$ cat src/thldb_pkg.sv
// Shared constants, codes and types for the thick line disk brush raster.
package thldb_pkg;

    localparam int DEF_MAX_CANVAS    = 4096;
    localparam int DEF_MAX_THICKNESS = 255;
    localparam int DEF_COORD_BITS    = 14;

    localparam int CANVAS_REG_BITS = 13;
    localparam int THICK_BITS      = 8;
    localparam int PIX_BITS        = 12;
    localparam int CFG_IDX_BITS    = 2;
    localparam int CFG_DATA_BITS   = 13;

    localparam logic [CANVAS_REG_BITS-1:0] RST_WIDTH  = 13'd1024;
    localparam logic [CANVAS_REG_BITS-1:0] RST_HEIGHT = 13'd768;
    localparam logic [THICK_BITS-1:0]      RST_THICK  = 8'd2;

    typedef enum logic [CFG_IDX_BITS-1:0] {
        CFG_WIDTH     = 2'd0,
        CFG_HEIGHT    = 2'd1,
        CFG_THICKNESS = 2'd2
    } t_cfg_index;

    typedef enum logic {
        OP_START   = 1'b0,
        OP_ADVANCE = 1'b1
    } t_op;

    typedef struct packed {
        logic                erase;
        logic [PIX_BITS-1:0] px;
        logic [PIX_BITS-1:0] py;
        logic                done;
    } t_result;

endpackage

$ cat src/thldb_cfg.sv
// Configuration registers with clamped canvas size and brush radius.
module thldb_cfg
    import thldb_pkg::*;
#(
    parameter int MAX_CANVAS    = DEF_MAX_CANVAS,
    parameter int MAX_THICKNESS = DEF_MAX_THICKNESS,
    parameter int CANVW         = $clog2(MAX_CANVAS + 1),
    parameter int RW            = $clog2(MAX_THICKNESS / 2 + 2)
) (
    input  logic                     i_clk,
    input  logic                     i_rst_n,
    input  logic                     i_wr,
    input  logic [CFG_IDX_BITS-1:0]  i_index,
    input  logic [CFG_DATA_BITS-1:0] i_data,
    output logic [CANVW-1:0]         o_width,
    output logic [CANVW-1:0]         o_height,
    output logic [RW-1:0]            o_radius
);

    logic [CANVAS_REG_BITS-1:0] r_width, r_height;
    logic [THICK_BITS-1:0]      r_thick;
    int unsigned                thick_c;
    int unsigned                half;

    always_ff @(posedge i_clk) begin
        if (!i_rst_n) begin
            r_width  <= RST_WIDTH;
            r_height <= RST_HEIGHT;
            r_thick  <= RST_THICK;
        end else if (i_wr) begin
            case (t_cfg_index'(i_index))
                CFG_WIDTH:     r_width  <= i_data[CANVAS_REG_BITS-1:0];
                CFG_HEIGHT:    r_height <= i_data[CANVAS_REG_BITS-1:0];
                CFG_THICKNESS: r_thick  <= i_data[THICK_BITS-1:0];
                default: ;
            endcase
        end
    end

    always_comb begin
        o_width  = (32'(r_width) > MAX_CANVAS)  ? CANVW'(MAX_CANVAS) : CANVW'(r_width);
        o_height = (32'(r_height) > MAX_CANVAS) ? CANVW'(MAX_CANVAS) : CANVW'(r_height);
        thick_c  = (32'(r_thick) > MAX_THICKNESS) ? 32'(MAX_THICKNESS) : 32'(r_thick);
        half     = thick_c >> 1;
        o_radius = (half == 0) ? RW'(1) : RW'(half);
    end

endmodule

$ cat src/thldb_walk.sv
// Line walk state, square scan offsets and per-candidate disk and canvas test.
module thldb_walk
    import thldb_pkg::*;
#(
    parameter int COORD_BITS    = DEF_COORD_BITS,
    parameter int MAX_CANVAS    = DEF_MAX_CANVAS,
    parameter int MAX_THICKNESS = DEF_MAX_THICKNESS,
    parameter int CANVW         = $clog2(MAX_CANVAS + 1),
    parameter int RW            = $clog2(MAX_THICKNESS / 2 + 2)
) (
    input  logic                  i_clk,
    input  logic                  i_rst_n,
    input  logic                  i_step,
    input  logic                  i_op,
    input  logic [COORD_BITS-1:0] i_start_x,
    input  logic [COORD_BITS-1:0] i_start_y,
    input  logic [COORD_BITS-1:0] i_end_x,
    input  logic [COORD_BITS-1:0] i_end_y,
    input  logic [CANVW-1:0]      i_width,
    input  logic [CANVW-1:0]      i_height,
    input  logic [RW-1:0]         i_radius,
    output t_result               o_result,
    output logic                  o_active
);

    localparam int OFFW = RW + 1;
    localparam int EW   = COORD_BITS + 2;
    localparam int CW0  = (COORD_BITS > OFFW) ? COORD_BITS : OFFW;
    localparam int CW   = ((CW0 > CANVW) ? CW0 : CANVW) + 2;
    localparam int SQW  = 2 * OFFW + 3;

    logic                         r_active;
    logic signed [COORD_BITS-1:0] r_px, r_py, r_tx, r_ty;
    logic [COORD_BITS-1:0]        r_dx, r_dy;
    logic                         r_neg_x, r_neg_y;
    logic signed [EW-1:0]         r_err;
    logic [OFFW-1:0]              r_col, r_row;

    logic                         n_active;
    logic signed [COORD_BITS-1:0] n_px, n_py, n_tx, n_ty;
    logic [COORD_BITS-1:0]        n_dx, n_dy;
    logic                         n_neg_x, n_neg_y;
    logic signed [EW-1:0]         n_err;
    logic [OFFW-1:0]              n_col, n_row;

    logic signed [COORD_BITS:0]   diff_x, diff_y;
    logic signed [OFFW:0]         dc, dr;
    logic signed [SQW-1:0]        dcx, drx, rx, dist_sq, rad_sq;
    logic signed [CW-1:0]         ix, iy, wx, hx;
    logic [OFFW-1:0]              two_r;
    logic signed [EW:0]           e2;
    logic                         in_disk, on_canvas, step_x, step_y;

    always_comb begin
        n_active = r_active;
        n_px = r_px;   n_py = r_py;   n_tx = r_tx;   n_ty = r_ty;
        n_dx = r_dx;   n_dy = r_dy;
        n_neg_x = r_neg_x;  n_neg_y = r_neg_y;
        n_err = r_err;
        n_col = r_col;  n_row = r_row;
        o_result = '0;

        diff_x = (COORD_BITS + 1)'(signed'(i_end_x)) - (COORD_BITS + 1)'(signed'(i_start_x));
        diff_y = (COORD_BITS + 1)'(signed'(i_end_y)) - (COORD_BITS + 1)'(signed'(i_start_y));

        dc    = signed'({1'b0, r_col}) - signed'({2'b00, i_radius});
        dr    = signed'({1'b0, r_row}) - signed'({2'b00, i_radius});
        dcx   = SQW'(dc);
        drx   = SQW'(dr);
        rx    = SQW'(signed'({1'b0, i_radius}));
        dist_sq = dcx * dcx + drx * drx;
        rad_sq  = rx * rx;
        in_disk = (dist_sq <= rad_sq);

        ix = CW'(r_px) + CW'(dc);
        iy = CW'(r_py) + CW'(dr);
        wx = signed'(CW'(i_width));
        hx = signed'(CW'(i_height));
        on_canvas = !ix[CW-1] && (ix < wx) && !iy[CW-1] && (iy < hx);

        two_r  = {i_radius, 1'b0};
        e2     = (EW + 1)'(r_err) <<< 1;
        step_x = e2 > -(EW + 1)'(signed'({1'b0, r_dy}));
        step_y = e2 < (EW + 1)'(signed'({1'b0, r_dx}));

        if (i_op == OP_START) begin
            n_px    = signed'(i_start_x);
            n_py    = signed'(i_start_y);
            n_tx    = signed'(i_end_x);
            n_ty    = signed'(i_end_y);
            n_dx    = diff_x[COORD_BITS] ? COORD_BITS'(-diff_x) : COORD_BITS'(diff_x);
            n_dy    = diff_y[COORD_BITS] ? COORD_BITS'(-diff_y) : COORD_BITS'(diff_y);
            n_neg_x = !(signed'(i_start_x) < signed'(i_end_x));
            n_neg_y = !(signed'(i_start_y) < signed'(i_end_y));
            n_err   = EW'(signed'({1'b0, n_dx})) - EW'(signed'({1'b0, n_dy}));
            n_col   = '0;
            n_row   = '0;
            n_active = 1'b1;
        end else if (!r_active) begin
            o_result.done = 1'b1;
        end else begin
            if (in_disk && on_canvas) begin
                o_result.erase = 1'b1;
                o_result.px    = PIX_BITS'(ix);
                o_result.py    = PIX_BITS'(iy);
            end
            if (r_row < two_r) begin
                n_row = r_row + 1'b1;
            end else begin
                n_row = '0;
                if (r_col < two_r) begin
                    n_col = r_col + 1'b1;
                end else begin
                    n_col = '0;
                    if (r_px == r_tx && r_py == r_ty) begin
                        n_active      = 1'b0;
                        o_result.done = 1'b1;
                    end else begin
                        if (step_x) begin
                            n_px = r_neg_x ? r_px - 1'b1 : r_px + 1'b1;
                        end
                        if (step_y) begin
                            n_py = r_neg_y ? r_py - 1'b1 : r_py + 1'b1;
                        end
                        n_err = r_err
                              - (step_x ? EW'(signed'({1'b0, r_dy})) : EW'(0))
                              + (step_y ? EW'(signed'({1'b0, r_dx})) : EW'(0));
                    end
                end
            end
        end
    end

    always_ff @(posedge i_clk) begin
        if (!i_rst_n) begin
            r_active <= 1'b0;
            r_px <= '0;  r_py <= '0;  r_tx <= '0;  r_ty <= '0;
            r_dx <= '0;  r_dy <= '0;
            r_neg_x <= 1'b0;  r_neg_y <= 1'b0;
            r_err <= '0;
            r_col <= '0;  r_row <= '0;
        end else if (i_step) begin
            r_active <= n_active;
            r_px <= n_px;  r_py <= n_py;  r_tx <= n_tx;  r_ty <= n_ty;
            r_dx <= n_dx;  r_dy <= n_dy;
            r_neg_x <= n_neg_x;  r_neg_y <= n_neg_y;
            r_err <= n_err;
            r_col <= n_col;  r_row <= n_row;
        end
    end

    assign o_active = r_active;

endmodule

$ cat src/thick_line_disk_brush_raster.sv
// Top level of the thick line disk brush raster: handshakes and result register.
//
// Each input beat yields exactly one output beat. A start beat (tuser 0) loads
// a segment and answers with an all-zero result; each advance beat (tuser 1)
// tests one candidate pixel of the (2r+1)-square brush scan around the current
// line point and answers erase/position, with tlast on the final candidate or
// when no segment is loaded. One beat per clock: the line step, the disk test
// and the canvas clip all resolve between the walk state and the output
// register, so the block accepts a new beat every cycle the output register is
// free or being drained. Configuration writes are always taken.
module thick_line_disk_brush_raster
    import thldb_pkg::*;
#(
    parameter int MAX_CANVAS    = DEF_MAX_CANVAS,
    parameter int MAX_THICKNESS = DEF_MAX_THICKNESS,
    parameter int COORD_BITS    = DEF_COORD_BITS
) (
    input  logic                            i_clk,
    input  logic                            i_rst_n,
    input  logic                            i_cfg_valid,
    output logic                            o_cfg_ready,
    input  logic [CFG_IDX_BITS-1:0]         i_cfg_index,
    input  logic [CFG_DATA_BITS-1:0]        i_cfg_data,
    input  logic                            s_axis_tvalid,
    output logic                            s_axis_tready,
    // start_x, start_y, end_x, end_y, then zero pad
    input  logic [((4*COORD_BITS+7)/8)*8-1:0] s_axis_tdata,
    // operation
    input  logic                            s_axis_tuser,
    output logic                            m_axis_tvalid,
    input  logic                            m_axis_tready,
    // pixel_x, pixel_y
    output logic [2*PIX_BITS-1:0]           m_axis_tdata,
    // erase_pixel
    output logic                            m_axis_tuser,
    // segment_done
    output logic                            m_axis_tlast
);

    localparam int CANVW = $clog2(MAX_CANVAS + 1);
    localparam int RW    = $clog2(MAX_THICKNESS / 2 + 2);

    logic [CANVW-1:0] width, height;
    logic [RW-1:0]    radius;
    logic             accept, walk_active;
    t_result          result;
    t_result          r_result;
    logic             r_valid;

    assign o_cfg_ready   = 1'b1;
    assign s_axis_tready = !r_valid || m_axis_tready;
    assign accept        = s_axis_tvalid && s_axis_tready;

    thldb_cfg #(
        .MAX_CANVAS    (MAX_CANVAS),
        .MAX_THICKNESS (MAX_THICKNESS),
        .CANVW         (CANVW),
        .RW            (RW)
    ) u_cfg (
        .i_clk    (i_clk),
        .i_rst_n  (i_rst_n),
        .i_wr     (i_cfg_valid && o_cfg_ready),
        .i_index  (i_cfg_index),
        .i_data   (i_cfg_data),
        .o_width  (width),
        .o_height (height),
        .o_radius (radius)
    );

    thldb_walk #(
        .COORD_BITS    (COORD_BITS),
        .MAX_CANVAS    (MAX_CANVAS),
        .MAX_THICKNESS (MAX_THICKNESS),
        .CANVW         (CANVW),
        .RW            (RW)
    ) u_walk (
        .i_clk     (i_clk),
        .i_rst_n   (i_rst_n),
        .i_step    (accept),
        .i_op      (s_axis_tuser),
        .i_start_x (s_axis_tdata[0*COORD_BITS +: COORD_BITS]),
        .i_start_y (s_axis_tdata[1*COORD_BITS +: COORD_BITS]),
        .i_end_x   (s_axis_tdata[2*COORD_BITS +: COORD_BITS]),
        .i_end_y   (s_axis_tdata[3*COORD_BITS +: COORD_BITS]),
        .i_width   (width),
        .i_height  (height),
        .i_radius  (radius),
        .o_result  (result),
        .o_active  (walk_active)
    );

    always_ff @(posedge i_clk) begin
        if (!i_rst_n) begin
            r_valid <= 1'b0;
        end else if (accept) begin
            r_valid <= 1'b1;
        end else if (m_axis_tready) begin
            r_valid <= 1'b0;
        end
    end

    always_ff @(posedge i_clk) begin
        if (accept) begin
            r_result <= result;
        end
    end

    assign m_axis_tvalid = r_valid;
    assign m_axis_tdata  = {r_result.py, r_result.px};
    assign m_axis_tuser  = r_result.erase;
    assign m_axis_tlast  = r_result.done;

    // a start beat arms the walk and answers with an empty result
    a_start_result: assert property (@(posedge i_clk) disable iff (!i_rst_n)
        accept && s_axis_tuser == OP_START |=>
            walk_active && m_axis_tvalid && !m_axis_tuser && !m_axis_tlast
            && m_axis_tdata == '0)
        else $error("start beat result not empty or walk not armed");

    // advancing with no segment loaded reports done and nothing erased
    a_idle_advance: assert property (@(posedge i_clk) disable iff (!i_rst_n)
        accept && s_axis_tuser == OP_ADVANCE && !walk_active |=>
            m_axis_tlast && !m_axis_tuser && !walk_active)
        else $error("idle advance misreported");

    // no erase means zero coordinates
    a_zero_coords: assert property (@(posedge i_clk) disable iff (!i_rst_n)
        m_axis_tvalid && !m_axis_tuser |-> m_axis_tdata == '0)
        else $error("coordinates set without erase");

    // a done advance always leaves the walk idle
    a_done_idles: assert property (@(posedge i_clk) disable iff (!i_rst_n)
        accept && s_axis_tuser == OP_ADVANCE && result.done |=> !walk_active)
        else $error("walk still active after segment end");

endmodule
$ cat config.mk
export PLATFORM = sky130hd
export DESIGN_NAME = thick_line_disk_brush_raster
export DESIGN_NICKNAME = d
export VERILOG_FILES = /design/src/thldb_pkg.sv /design/src/thldb_cfg.sv /design/src/thldb_walk.sv /design/src/thick_line_disk_brush_raster.sv
export SDC_FILE = /design/constraint.sdc
export NUM_CORES = 1
export LEC_CHECK = 0
export BUFFER_PORTS_ARGS = -buffer_cell sky130_fd_sc_hd__clkbuf_2
export CORE_ASPECT_RATIO = 1.2
export CORE_UTILIZATION = 25
export DETAILED_ROUTE_END_ITERATION = 10
export GPL_TIMING_DRIVEN = 0
export SKIP_CTS_REPAIR_TIMING = 1
export SYNTH_ARGS = -nofsm -noshare
export SYNTH_HDL_FRONTEND = slang
export SYNTH_SLANG_ARGS = --single-unit
$ cat constraint.sdc
create_clock -name i_clk -period 10.46 [get_ports i_clk]
set_clock_uncertainty 0.05 [all_clocks]
set_input_delay 1.046 -clock i_clk [delete_from_list [all_inputs] [get_ports i_clk]]
set_output_delay 1.046 -clock i_clk [all_outputs]
set_load 0.01 [all_outputs]
==> out/summary.txt <==
Most common cell after layout, fill and taps aside -> inv_1
Worst-path clk slew -> 0.07 ns
R2R depth -> 39
FF+latch area -> 3899 um^2
Status -> complete, but fails checks
Crit Path Max Fanout -> 10
Drt pass-1 iters -> 10
I/O pin count -> 106
Core area -> 97120 um^2
Worst Setup End Kind -> flip-flop
Via count -> 21.59k
Post-synth EDFFs -> 26
Die height -> 345.4 um
Clk sink count -> 181
Synthesized instance count -> 3031
Port Buffers -> 102
Relative slew slack -> 0.2178
Die width -> 288.2 um
DRC -> 24
Hold path depth -> 2
Syn avg cell area -> 8.106 um^2
Clk Latency, worst-skew pair -> 0.52 ns
Initial antenna violation count -> 3
Detail Placement HPWL -> 63520 um
Mapped cell area -> 24570 um^2
Crit path required time -> 10.73 ns
Area occupied by multi-input gates -> 19200 um^2
Root buf cell -> clkbuf_16
Setup TNS -> 0 ns
Kind of start point of the critical path -> flip-flop
Worst-case clock buffer depth -> 2
Slowest-stage cell, CP -> fa_1
Synth unique cells -> 78
Reg2reg setup slack -> 0.30 ns
Measured slew at the worst slew-check pin -> 1.173 ns
Crit-path max cell delay -> 0.58 ns
Vias in the first global route -> 21.09k
Filler instances -> 10.40k
Crit path DAT -> 10.43 ns
CP most frequent cell -> fa_1
Synth async-reset ratio -> 0
Violated checks -> design-rule violations
Endpoint, Worst Hold -> u_cfg.r_height[1]
Worst path bufs/invs -> 6
Crit path depth -> 39
Final setup violating endpoints -> 0
Pin count of the biggest net entering global routing -> 32
Top_reg_cell synth -> dfxtp_1
Gp weighted congestion -> 0.9224
Cts bufs inserted -> 17
Max-slew violations -> 0
Fin nets -> 3810
# H-tree levels -> 4
Kind of cell adding the most delay to the critical path -> adder cells
CP Launch Point -> u_cfg.r_thick[4]
Hold Fails Final Rpt -> 0
Drt initial violations -> 1505
Max Freq -> 0.09842 GHz
Tot GR Track Use -> 0.1536
Area Growth Syn to Fin -> 14.44%
CTS tree -> yes
Final period util -> 0.9714
Min Tclk post-route -> 10.16 ns
Critical setup path kind -> reg2reg
Hold_sp -> u_cfg.r_height[1]
Routed Wire Length -> 76700 um
Hold Path Class -> reg2reg
FF-to-FF Start -> u_cfg.r_thick[4]
Synthesized flop and latch total -> 181
DR vias/cell -> 4.820
Initial core utilization -> 0.2530
Max-Cap Viols -> 0
Die area -> 99540 um^2
Most frequent cells in the layout -> inv_1, ha_1, nand2_1
Fraction of layout instances using a drive strength above 1 -> 0.08867
Grt ovf -> 0
Row Count -> 125
DR WL/cell -> 17.12 um
Reg2reg end -> m_axis_tdata[12]
Seq/Total Area, Yosys -> 0.1581
Ys Warns -> 0
Routed Antenna Nets -> 0
First-pass GRT wire length -> 117700 um
worst min-delay path, cell delays in order (launching register included):
cell     delay [ns]
dfxtp_1        0.31
nand2_1        0.05
a21oi_1        0.05
routing by layer:
| layer | vias to the layer above | wire length, um | track usage |
|---|---|---|---|
| li1 | 10517 | - | - |
| met1 | 10450 | 32600 | 0.1942 |
| met2 | 508 | 37190 | 0.2648 |
| met3 | 113 | 4114 | 0.01794 |
| met4 | 4 | 2764 | 0.05734 |
| met5 | - | 27 | 0 |
synthesized netlist by cell type (all sizes together), types with 14 or more instances:
cell	instances	area (um^2)
nand3	57	285.3
xor2	73	639.4
nand4	26	162.7
nor3	50	250.2
a21oi	195	979.7
o21a	27	202.7
nand2	317	1190
a21o	51	382.9
mux2i	31	310.3
nor4	18	127.6
xnor2	157	1375
o31ai	14	105.1
nand2b	17	106.4
edfxtp	26	780.8
ha	342	4279
and2	50	312.8
or3	14	87.58
fa	201	4024
o21ai	127	635.6
a211oi	58	440.4
a21boi	18	135.1
o211ai	18	135.1
nor2	272	1021
nor2b	30	187.7
clkbuf	63	236.5
a31oi	24	150.1
dfxtp	155	3103
inv	445	1670
through the flow:
stage	worst slack, ns	util	hold slack [ns]	instance area, um^2	cells
6_report	0.2993	0.2895	0.4078	28120	4480
5_1_grt	-0.1203	0.2893	0.4294	28100	4473
4_1_cts	-1.638	0.2805	0.4070	27250	4436
3_5_place_dp	-1.619	0.2746	0.3967	26670	4404
3_3_place_gp	-1.616	0.2746	0.3934	26670	4404
2_1_floorplan	0.9736	-	0.3810	24570	3032
registers in the layout (all words and copies together) (netlist names):
name	count
m_axis_tvalid	1
u_cfg.r_width	13
u_walk.r_tx	14
u_walk.o_active	1
m_axis_tlast	1
m_axis_tuser	1
u_walk.r_px	14
u_walk.r_py	14
u_walk.r_row	9
u_walk.r_dy	14
u_cfg.r_thick	7
u_cfg.r_height	13
u_walk.r_ty	14
u_walk.r_neg_x	1
u_walk.r_err	16
u_walk.r_neg_y	1
u_walk.r_col	9
u_walk.r_dx	14
m_axis_tdata	24
cells by family after synthesis:
group / after synthesis / share of synthesized area
AND/OR/NAND/NOR: 898 / 0.1657
multiplexers: 32 / 0.01309
XOR/XNOR: 231 / 0.08291
flip-flops: 181 / 0.1581
buffers and inverters: 525 / 0.08113
AO/OA/AOI/OAI: 620 / 0.1610
other: 1 / 0.0001526
adder cells (fa/ha/maj): 543 / 0.3380
how the worst max path moves through the flow:
stage,to
global route,m_axis_tdata[17]
finish,m_axis_tdata[12]
CTS,m_axis_tdata[23]
floorplan,m_axis_tdata[14]
global placement,m_axis_tdata[23]
detailed placement,m_axis_tdata[23]
final cells by class:
cell class              instances  area share
diodes                          7   0.0006230
plain buffers                  71     0.01028
clock buffers                  21     0.01673
clock inverters                11    0.003693
inverters                     449     0.06132
multi-input cells            2326      0.6828
flip-flops and latches        181      0.1387
well taps                    1270     0.05651
repair buffers                144     0.02937
Power is not shown: default switching activity piles up to over one toggle a cycle in this logic, so the estimate is an artifact.
